--- config.mk ---
export PLATFORM = sky130hd
export DESIGN_NAME = point_obstacle_collision_check
export DESIGN_NICKNAME = d
export VERILOG_FILES = /design/src/rtl/pocc_pkg.sv /design/src/rtl/pocc_ram.sv /design/src/rtl/point_obstacle_collision_check.sv
export SDC_FILE = /design/constraint.sdc
export NUM_CORES = 2
export LEC_CHECK = 0
export ABC_AREA = 1
export CAP_MARGIN = 20
export CORE_MARGIN = 4
export CORE_UTILIZATION = 40
export DETAILED_ROUTE_END_ITERATION = 16
export DONT_BUFFER_PORTS = 1
export PLACE_DENSITY = 0.66
export SYNTH_ARGS = -nofsm -noshare
export SYNTH_HDL_FRONTEND = slang
export SYNTH_SLANG_ARGS = --single-unit
--- constraint.sdc ---
create_clock -name clk -period 11.8 [get_ports clk]
set_input_delay 2.36 -clock clk [delete_from_list [all_inputs] [get_ports clk]]
set_output_delay 2.36 -clock clk [all_outputs]
set_load 0.02 [all_outputs]
--- src/rtl/pocc_pkg.sv ---
// ----------------------------------------------------------------------------
// pocc_pkg
// Shared types and constants for the point/obstacle collision checker.
// ----------------------------------------------------------------------------
package pocc_pkg;

    localparam int COORD_W = 16;
    localparam int SIZE_W  = 15;

    localparam int MAX_CIRCLES_DEF = 16;
    localparam int MAX_RECTS_DEF   = 16;

    localparam logic [SIZE_W-1:0] MARGIN_RESET = 15'd51;

    typedef enum logic [1:0] {
        KIND_CLEAR  = 2'd0,
        KIND_CIRCLE = 2'd1,
        KIND_RECT   = 2'd2,
        KIND_QUERY  = 2'd3
    } kind_t;

    typedef struct packed {
        logic [SIZE_W-1:0]         r;
        logic signed [COORD_W-1:0] y;
        logic signed [COORD_W-1:0] x;
    } circ_t;

    typedef struct packed {
        logic [SIZE_W-1:0]         h;
        logic [SIZE_W-1:0]         w;
        logic signed [COORD_W-1:0] y;
        logic signed [COORD_W-1:0] x;
    } rect_t;

    localparam int CIRC_W = $bits(circ_t);
    localparam int RECT_W = $bits(rect_t);

endpackage

--- src/rtl/pocc_ram.sv ---
// ----------------------------------------------------------------------------
// pocc_ram
// Generic single-write, single-read RAM with registered read data.
// ----------------------------------------------------------------------------
module pocc_ram #(
    parameter int WIDTH  = 8,
    parameter int DEPTH  = 16,
    parameter int ADDR_W = (DEPTH > 1) ? $clog2(DEPTH) : 1
) (
    input  logic              clk,
    input  logic              we,
    input  logic [ADDR_W-1:0] waddr,
    input  logic [WIDTH-1:0]  wdata,
    input  logic [ADDR_W-1:0] raddr,
    output logic [WIDTH-1:0]  rdata
);

    logic [WIDTH-1:0] mem [DEPTH];
    logic [WIDTH-1:0] rdata_reg;

    always_ff @(posedge clk)
    begin
        if (we)
        begin
            mem[waddr] <= wdata;
        end
        rdata_reg <= mem[raddr];
    end

    assign rdata = rdata_reg;

endmodule

--- src/rtl/point_obstacle_collision_check.sv ---
// ----------------------------------------------------------------------------
// point_obstacle_collision_check
// Circle and rectangle obstacle tables with a margin-inflated point test.
// ----------------------------------------------------------------------------
//  channel  | dir | tdata / data                              | tuser
//  s_axis   | in  | x_pos, y_pos, size_a, size_b (64 bit)     | kind
//  m_axis   | out | hit (8 bit)                               | status
//  cfg      | in  | margin (15 bit), always ready             | -
//
//  Clear and append words pass IDLE and DONE; queries step through CRD, CSX,
//  CSY, CSR, CCMP per circle tested and RRD, RCX (RCY if x is in span) per
//  rectangle; one squarer, one subtract/compare unit, shared by every entry.
//  One word in flight; s_axis_tready is low until its result is registered.
//  A result waiting on m_axis does not block the next accept.
//  rst_n (asynchronous, active low) empties both tables and restores margin.
// ----------------------------------------------------------------------------
module point_obstacle_collision_check #(
    parameter int MAX_CIRCLES = pocc_pkg::MAX_CIRCLES_DEF,
    parameter int MAX_RECTS   = pocc_pkg::MAX_RECTS_DEF
) (
    input  logic                      clk,
    input  logic                      rst_n,
    input  logic                      s_axis_tvalid,
    output logic                      s_axis_tready,
    input  logic [63:0]               s_axis_tdata,  // x_pos, y_pos, size_a, size_b
    input  logic [1:0]                s_axis_tuser,  // kind
    output logic                      m_axis_tvalid,
    input  logic                      m_axis_tready,
    output logic [7:0]                m_axis_tdata,  // hit
    output logic                      m_axis_tuser,  // status
    input  logic                      cfg_valid,
    output logic                      cfg_ready,
    input  logic [pocc_pkg::SIZE_W-1:0] cfg_data
);

    import pocc_pkg::*;

    localparam int C_IDX_W = (MAX_CIRCLES > 1) ? $clog2(MAX_CIRCLES) : 1;
    localparam int R_IDX_W = (MAX_RECTS > 1) ? $clog2(MAX_RECTS) : 1;
    localparam int C_CNT_W = $clog2(MAX_CIRCLES + 1);
    localparam int R_CNT_W = $clog2(MAX_RECTS + 1);
    localparam int IDX_W   = (C_IDX_W > R_IDX_W) ? C_IDX_W : R_IDX_W;

    typedef enum logic [9:0] {
        ST_IDLE = 10'b0000000001,
        ST_CRD  = 10'b0000000010,
        ST_CSX  = 10'b0000000100,
        ST_CSY  = 10'b0000001000,
        ST_CSR  = 10'b0000010000,
        ST_CCMP = 10'b0000100000,
        ST_RRD  = 10'b0001000000,
        ST_RCX  = 10'b0010000000,
        ST_RCY  = 10'b0100000000,
        ST_DONE = 10'b1000000000
    } state_t;

    state_t               state_reg, state_next;
    logic [C_CNT_W-1:0]   circ_cnt_reg, circ_cnt_next;
    logic [R_CNT_W-1:0]   rect_cnt_reg, rect_cnt_next;
    logic [IDX_W-1:0]     idx_reg, idx_next;
    logic [SIZE_W-1:0]    margin_reg;
    logic                 hit_reg, hit_next;
    logic                 status_reg, status_next;
    logic                 m_valid_reg, m_valid_next;
    logic                 m_hit_reg;
    logic                 m_status_reg;
    logic                 out_load;

    logic signed [COORD_W-1:0] px_reg, py_reg;
    logic [31:0]               sq_reg, sq_next;
    logic [32:0]               acc_reg, acc_next;

    kind_t                in_kind;
    logic signed [COORD_W-1:0] in_x, in_y;
    logic [SIZE_W-1:0]    in_a, in_b;
    logic                 in_accept;

    logic                 circ_we, rect_we;
    circ_t                circ_wdata, circ_rd;
    rect_t                rect_wdata, rect_rd;
    logic [C_IDX_W-1:0]   circ_waddr;
    logic [R_IDX_W-1:0]   rect_waddr;

    logic signed [COORD_W-1:0] sub_a, sub_b;
    logic signed [COORD_W:0]   diff;
    logic [COORD_W-1:0]        diff_abs;
    logic [COORD_W-1:0]        sq_in;
    logic [31:0]               sq_out;
    logic [SIZE_W-1:0]         span;
    logic [COORD_W-1:0]        span_m;
    logic signed [COORD_W+1:0] diff_ext;
    logic                      in_span;
    logic                      circ_last;
    logic                      rect_last;

    assign in_kind   = kind_t'(s_axis_tuser);
    assign in_x      = s_axis_tdata[15:0];
    assign in_y      = s_axis_tdata[31:16];
    assign in_a      = s_axis_tdata[46:32];
    assign in_b      = s_axis_tdata[61:47];
    assign in_accept = s_axis_tvalid && s_axis_tready;

    assign s_axis_tready = (state_reg == ST_IDLE);
    assign cfg_ready     = 1'b1;
    assign m_axis_tvalid = m_valid_reg;
    assign m_axis_tdata  = {7'b0, m_hit_reg};
    assign m_axis_tuser  = m_status_reg;

    assign circ_we    = in_accept && (in_kind == KIND_CIRCLE)
                        && (circ_cnt_reg != C_CNT_W'(MAX_CIRCLES));
    assign rect_we    = in_accept && (in_kind == KIND_RECT)
                        && (rect_cnt_reg != R_CNT_W'(MAX_RECTS));
    assign circ_waddr = C_IDX_W'(circ_cnt_reg);
    assign rect_waddr = R_IDX_W'(rect_cnt_reg);
    assign circ_wdata = '{r: in_a, y: in_y, x: in_x};
    assign rect_wdata = '{h: in_b, w: in_a, y: in_y, x: in_x};

    pocc_ram #(
        .WIDTH  (CIRC_W),
        .DEPTH  (MAX_CIRCLES),
        .ADDR_W (C_IDX_W)
    ) u_circ_ram (
        .clk   (clk),
        .we    (circ_we),
        .waddr (circ_waddr),
        .wdata (circ_wdata),
        .raddr (C_IDX_W'(idx_reg)),
        .rdata (circ_rd)
    );

    pocc_ram #(
        .WIDTH  (RECT_W),
        .DEPTH  (MAX_RECTS),
        .ADDR_W (R_IDX_W)
    ) u_rect_ram (
        .clk   (clk),
        .we    (rect_we),
        .waddr (rect_waddr),
        .wdata (rect_wdata),
        .raddr (R_IDX_W'(idx_reg)),
        .rdata (rect_rd)
    );

    // shared subtract / abs / squarer / range compare
    always_comb
    begin
        sub_a = px_reg;
        sub_b = circ_rd.x;
        span  = rect_rd.w;
        case (state_reg)
            ST_CSX:
            begin
                sub_a = px_reg;
                sub_b = circ_rd.x;
            end
            ST_CSY:
            begin
                sub_a = py_reg;
                sub_b = circ_rd.y;
            end
            ST_RCX:
            begin
                sub_a = px_reg;
                sub_b = rect_rd.x;
                span  = rect_rd.w;
            end
            ST_RCY:
            begin
                sub_a = py_reg;
                sub_b = rect_rd.y;
                span  = rect_rd.h;
            end
            default:
            begin
                sub_a = px_reg;
                sub_b = circ_rd.x;
                span  = rect_rd.w;
            end
        endcase
    end

    assign diff     = {sub_a[COORD_W-1], sub_a} - {sub_b[COORD_W-1], sub_b};
    assign diff_abs = diff[COORD_W] ? COORD_W'(-diff) : COORD_W'(diff);
    assign span_m   = {1'b0, span} + {1'b0, margin_reg};
    assign diff_ext = {diff[COORD_W], diff};
    assign in_span  = ((diff_ext + $signed({3'b0, margin_reg})) >= 0)
                      && (diff_ext <= $signed({2'b0, span_m}));

    assign sq_in  = (state_reg == ST_CSR) ? ({1'b0, circ_rd.r} + {1'b0, margin_reg})
                                          : diff_abs;
    assign sq_out = sq_in * sq_in;

    assign circ_last = (C_CNT_W'(idx_reg) + C_CNT_W'(1)) == circ_cnt_reg;
    assign rect_last = (R_CNT_W'(idx_reg) + R_CNT_W'(1)) == rect_cnt_reg;
    assign out_load  = (state_reg == ST_DONE) && (!m_valid_reg || m_axis_tready);

    always_comb
    begin
        state_next    = state_reg;
        circ_cnt_next = circ_cnt_reg;
        rect_cnt_next = rect_cnt_reg;
        idx_next      = idx_reg;
        hit_next      = hit_reg;
        status_next   = status_reg;
        sq_next       = sq_reg;
        acc_next      = acc_reg;
        m_valid_next  = m_valid_reg;

        if (m_valid_reg && m_axis_tready)
        begin
            m_valid_next = 1'b0;
        end

        case (state_reg)
            ST_IDLE:
            begin
                if (in_accept)
                begin
                    hit_next    = 1'b0;
                    status_next = 1'b0;
                    idx_next    = '0;
                    state_next  = ST_DONE;
                    case (in_kind)
                        KIND_CLEAR:
                        begin
                            circ_cnt_next = '0;
                            rect_cnt_next = '0;
                        end
                        KIND_CIRCLE:
                        begin
                            if (circ_we)
                            begin
                                circ_cnt_next = circ_cnt_reg + C_CNT_W'(1);
                            end
                            else
                            begin
                                status_next = 1'b1;
                            end
                        end
                        KIND_RECT:
                        begin
                            if (rect_we)
                            begin
                                rect_cnt_next = rect_cnt_reg + R_CNT_W'(1);
                            end
                            else
                            begin
                                status_next = 1'b1;
                            end
                        end
                        KIND_QUERY:
                        begin
                            if (circ_cnt_reg != '0)
                            begin
                                state_next = ST_CRD;
                            end
                            else if (rect_cnt_reg != '0)
                            begin
                                state_next = ST_RRD;
                            end
                        end
                        default:
                        begin
                            state_next = ST_DONE;
                        end
                    endcase
                end
            end
            ST_CRD:
            begin
                state_next = ST_CSX;
            end
            ST_CSX:
            begin
                sq_next    = sq_out;
                state_next = ST_CSY;
            end
            ST_CSY:
            begin
                acc_next   = {1'b0, sq_reg};
                sq_next    = sq_out;
                state_next = ST_CSR;
            end
            ST_CSR:
            begin
                acc_next   = acc_reg + {1'b0, sq_reg};
                sq_next    = sq_out;
                state_next = ST_CCMP;
            end
            ST_CCMP:
            begin
                if (acc_reg < {1'b0, sq_reg})
                begin
                    hit_next   = 1'b1;
                    state_next = ST_DONE;
                end
                else if (!circ_last)
                begin
                    idx_next   = idx_reg + IDX_W'(1);
                    state_next = ST_CRD;
                end
                else if (rect_cnt_reg != '0)
                begin
                    idx_next   = '0;
                    state_next = ST_RRD;
                end
                else
                begin
                    state_next = ST_DONE;
                end
            end
            ST_RRD:
            begin
                state_next = ST_RCX;
            end
            ST_RCX:
            begin
                if (in_span)
                begin
                    state_next = ST_RCY;
                end
                else if (!rect_last)
                begin
                    idx_next   = idx_reg + IDX_W'(1);
                    state_next = ST_RRD;
                end
                else
                begin
                    state_next = ST_DONE;
                end
            end
            ST_RCY:
            begin
                if (in_span)
                begin
                    hit_next   = 1'b1;
                    state_next = ST_DONE;
                end
                else if (!rect_last)
                begin
                    idx_next   = idx_reg + IDX_W'(1);
                    state_next = ST_RRD;
                end
                else
                begin
                    state_next = ST_DONE;
                end
            end
            ST_DONE:
            begin
                if (out_load)
                begin
                    m_valid_next = 1'b1;
                    state_next   = ST_IDLE;
                end
            end
            default:
            begin
                state_next = ST_IDLE;
            end
        endcase
    end

    always_ff @(posedge clk or negedge rst_n)
    begin
        if (!rst_n)
        begin
            state_reg    <= ST_IDLE;
            circ_cnt_reg <= '0;
            rect_cnt_reg <= '0;
            idx_reg      <= '0;
            hit_reg      <= 1'b0;
            status_reg   <= 1'b0;
            m_valid_reg  <= 1'b0;
            margin_reg   <= MARGIN_RESET;
        end
        else
        begin
            state_reg    <= state_next;
            circ_cnt_reg <= circ_cnt_next;
            rect_cnt_reg <= rect_cnt_next;
            idx_reg      <= idx_next;
            hit_reg      <= hit_next;
            status_reg   <= status_next;
            m_valid_reg  <= m_valid_next;
            if (cfg_valid && cfg_ready)
            begin
                margin_reg <= cfg_data;
            end
        end
    end

    always_ff @(posedge clk)
    begin
        sq_reg  <= sq_next;
        acc_reg <= acc_next;
        if (in_accept)
        begin
            px_reg <= in_x;
            py_reg <= in_y;
        end
        if (out_load)
        begin
            m_hit_reg    <= hit_reg;
            m_status_reg <= status_reg;
        end
    end

endmodule

==> metrics.md <==
| Metric | Value |
|---|---|
| Reg clk slew, reported paths | 0.06 ns |
| Initial core utilization | 0.403 |
| Root Buffer | clkbuf_16 |
| Crit path capture type | register |
| Die Footprint | 229000 um^2 |
| Synth top area share | 0.624 |
| Worst R2R End | sq_reg[30] |
| Worst min-delay path endpoint | m_hit_reg |
| Nets | 7826 |
| Count of max-cap constraint violations | 0 |
| Die Y | 479 um |
| Leading cell type in the layout, fill and taps excluded | edfxtp_1 |
| Ports | 98 |
| Post-CTS Hold Buffers | 0 |
| CP top delay family | adder cells |
| Die X | 479 um |
| Startpoint types | register |
| GPL Wtd Cong | 0.892 |
| Top FF cell, synth | edfxtp_1 |
| Slew @ Worst Pin | 1.15 ns |
| Post_cts resized | 0 |
| Top post-synthesis cells by area | edfxtp_1 62%, nand2_1 5.2%, o21ai_0 3.9% |
| Gr usage total | 0.209 |
| Slew Viols, Final | 0 |
| Most frequent cells in the layout | 1842 x edfxtp_1, 1221 x nand2_1, 686 x o21ai_0, 641 x nor2_1, 526 x inv_1 |
| Vias | 58900 |
| GR Overflow Total | 0 |
| Clock net sink count | 1993 |
| CP max FO | 16 |
| Part of the Yosys area used for sequential elements | 0.660 |
| Status | completed |
| Initial antenna violation count | 15 |
| WL/cell | 23.8 um |
| Fin crit share | 0.939 |
| Drt initial violations | 6597 |
| Worst path most repeated cell | nand2_1 |
| RR Startpoint | state_reg[1] |
| Setup Viol. Count Final | 0 |
| WL final | 249000 um |
| Final hold violation count | 0 |
| Fmax | 90.3 MHz |
| Synth unique cells | 62 |
| Post-synth EDFFs | 1842 |
| Total CTS buffers | 195 |
| Layout fillers | 19700 |
| IO buf count | 0 |
| Mapped Area | 88700 um^2 |
| H-tree depth | 4 |
| R2R Setup Slk | 0.72 ns |
| Clk_skew | 0.0749 ns |
| Relative max-transition margin | 0.233 |
| Worst skew pair latency | 0.86 ns |
| Worst setup path class | register to register |
| Min-Delay Path Class | register to register |
| Postcts setup bufs | 0 |
| CTS Buffer Depth | 3 |
| CTS tree | yes |
| Period minus WS final | 11.08 ns |
| Area grow syn2layout | 11.0% |
| Asr flop ratio synth | 0.0211 |
| Slowest-stage cell, CP | fa_1 |
| Share of post-route cells with drive strength above 1 | 0.0727 |
| Largest net degree at the start of global routing | 205 |
| Setup repair after global routing missed its margin | no |
| Min-delay src | hit_reg |
| Buffers & Inverters on Critical Path | 11 |
| Finished Core Util | 0.447 |
| TNS Setup | 0 ns |
| Worst reg2reg path depth | 49 |
| DRT Pass-1 Iters | 8 |
| Ys Warns | 0 |
| Final antenna-violating net count | 0 |
| Syn Inst Count | 7412 |
| Vias per cell | 5.63 |
| Synth Register Bits | 1993 |
| Hold path cells | 0 |
| Vias in the first global route | 56800 |
| Data required time of the critical path | 12.38 ns |
| Critical path arrival | 11.66 ns |
| Row count | 172 |
| Post-DP HPWL | 140000 um |
| Max reg flops | 992 |
| Post-synth top area cell | edfxtp_1 |
| CP peak stage delay | 0.61 ns |
| Syn_area_per_cell | 12.0 um^2 |
| Remaining DRCs | 0 |
| Global-route wire length before repair | 362000 um |
| Core area | 220000 um^2 |
==> cell usage after synthesis, types with 9 or more instances <==
cell,instances
edfxtp_1,1842
nand2_1,1221
o21ai_0,686
nor2_1,665
inv_1,530
a21oi_1,423
clkbuf_1,336
nand3_1,271
ha_1,252
fa_1,166
o22ai_1,145
a221oi_1,144
nand4_1,113
dfxtp_1,109
o221ai_1,80
xor2_1,59
nor3_1,46
dfrtp_1,37
inv_2,25
nor2_2,23
nand2_2,20
xnor2_1,18
mux2i_1,15
buf_1,14
buf_2,14
buf_4,14
mux2_2,14
a21o_1,11
o21bai_1,11
nand3b_1,9
o211ai_1,9
==> how the worst max path moves through the flow <==
stage               cells after the start  slack (ns)          to    startpoint
floorplan                              53        2.62  sq_reg[28]  state_reg[6]
global placement                       49        0.86  sq_reg[28]  state_reg[1]
detailed placement                     49        0.77  sq_reg[30]  state_reg[1]
CTS                                    49        0.80  sq_reg[30]  state_reg[1]
global route                           50        0.05  sq_reg[25]  state_reg[6]
finish                                 49        0.72  sq_reg[30]  state_reg[1]
==> area by class of cell <==
type / instances / area [um^2] / share of cell area
diodes: 4 / 10.0 / 0.000102
clock buffers: 279 / 5480 / 0.0556
clock inverters: 92 / 1020 / 0.0104
inverters: 557 / 2120 / 0.0215
multi-input cells: 4485 / 26700 / 0.272
flip-flops and latches: 1993 / 58600 / 0.595
well taps: 2958 / 3700 / 0.0376
repair buffers: 90 / 788 / 0.00801
==> per-stage QoR <==
| step | cells | area (um^2) | setup slack [ns] | hold slack [ns] |
|---|---|---|---|---|
| 2_1_floorplan | 7418 | 88700 | 2.62 | 0.425 |
| 3_3_place_gp | 10100 | 91900 | 0.861 | 0.450 |
| 3_5_place_dp | 10100 | 91900 | 0.773 | 0.446 |
| 4_1_cts | 10500 | 98400 | 0.798 | 0.461 |
| 5_1_grt | 10500 | 98400 | 0.0508 | 0.477 |
| 6_report | 10500 | 98400 | 0.723 | 0.456 |
==> routing by layer <==
layer,GRT usage,share of wire
met5,0,0.000097
met2,0.336,0.46
met4,0.0687,0.032
met3,0.0453,0.10
met1,0.282,0.40
==> cells by family after synthesis <==
logic type,Yosys count,synth area share
other,2,0.0000847
adders and majority gates,418,0.0730
muxes,29,0.00347
DFF,1993,0.660
xor gates and xnor gates,77,0.00761
and+or+nand+nor,2407,0.114
AOI/OAI and AO/OA,1546,0.101
buffers and inverters,940,0.0410
Power is not shown: default switching activity piles up to over one toggle a cycle in this logic, so the estimate is an artifact.
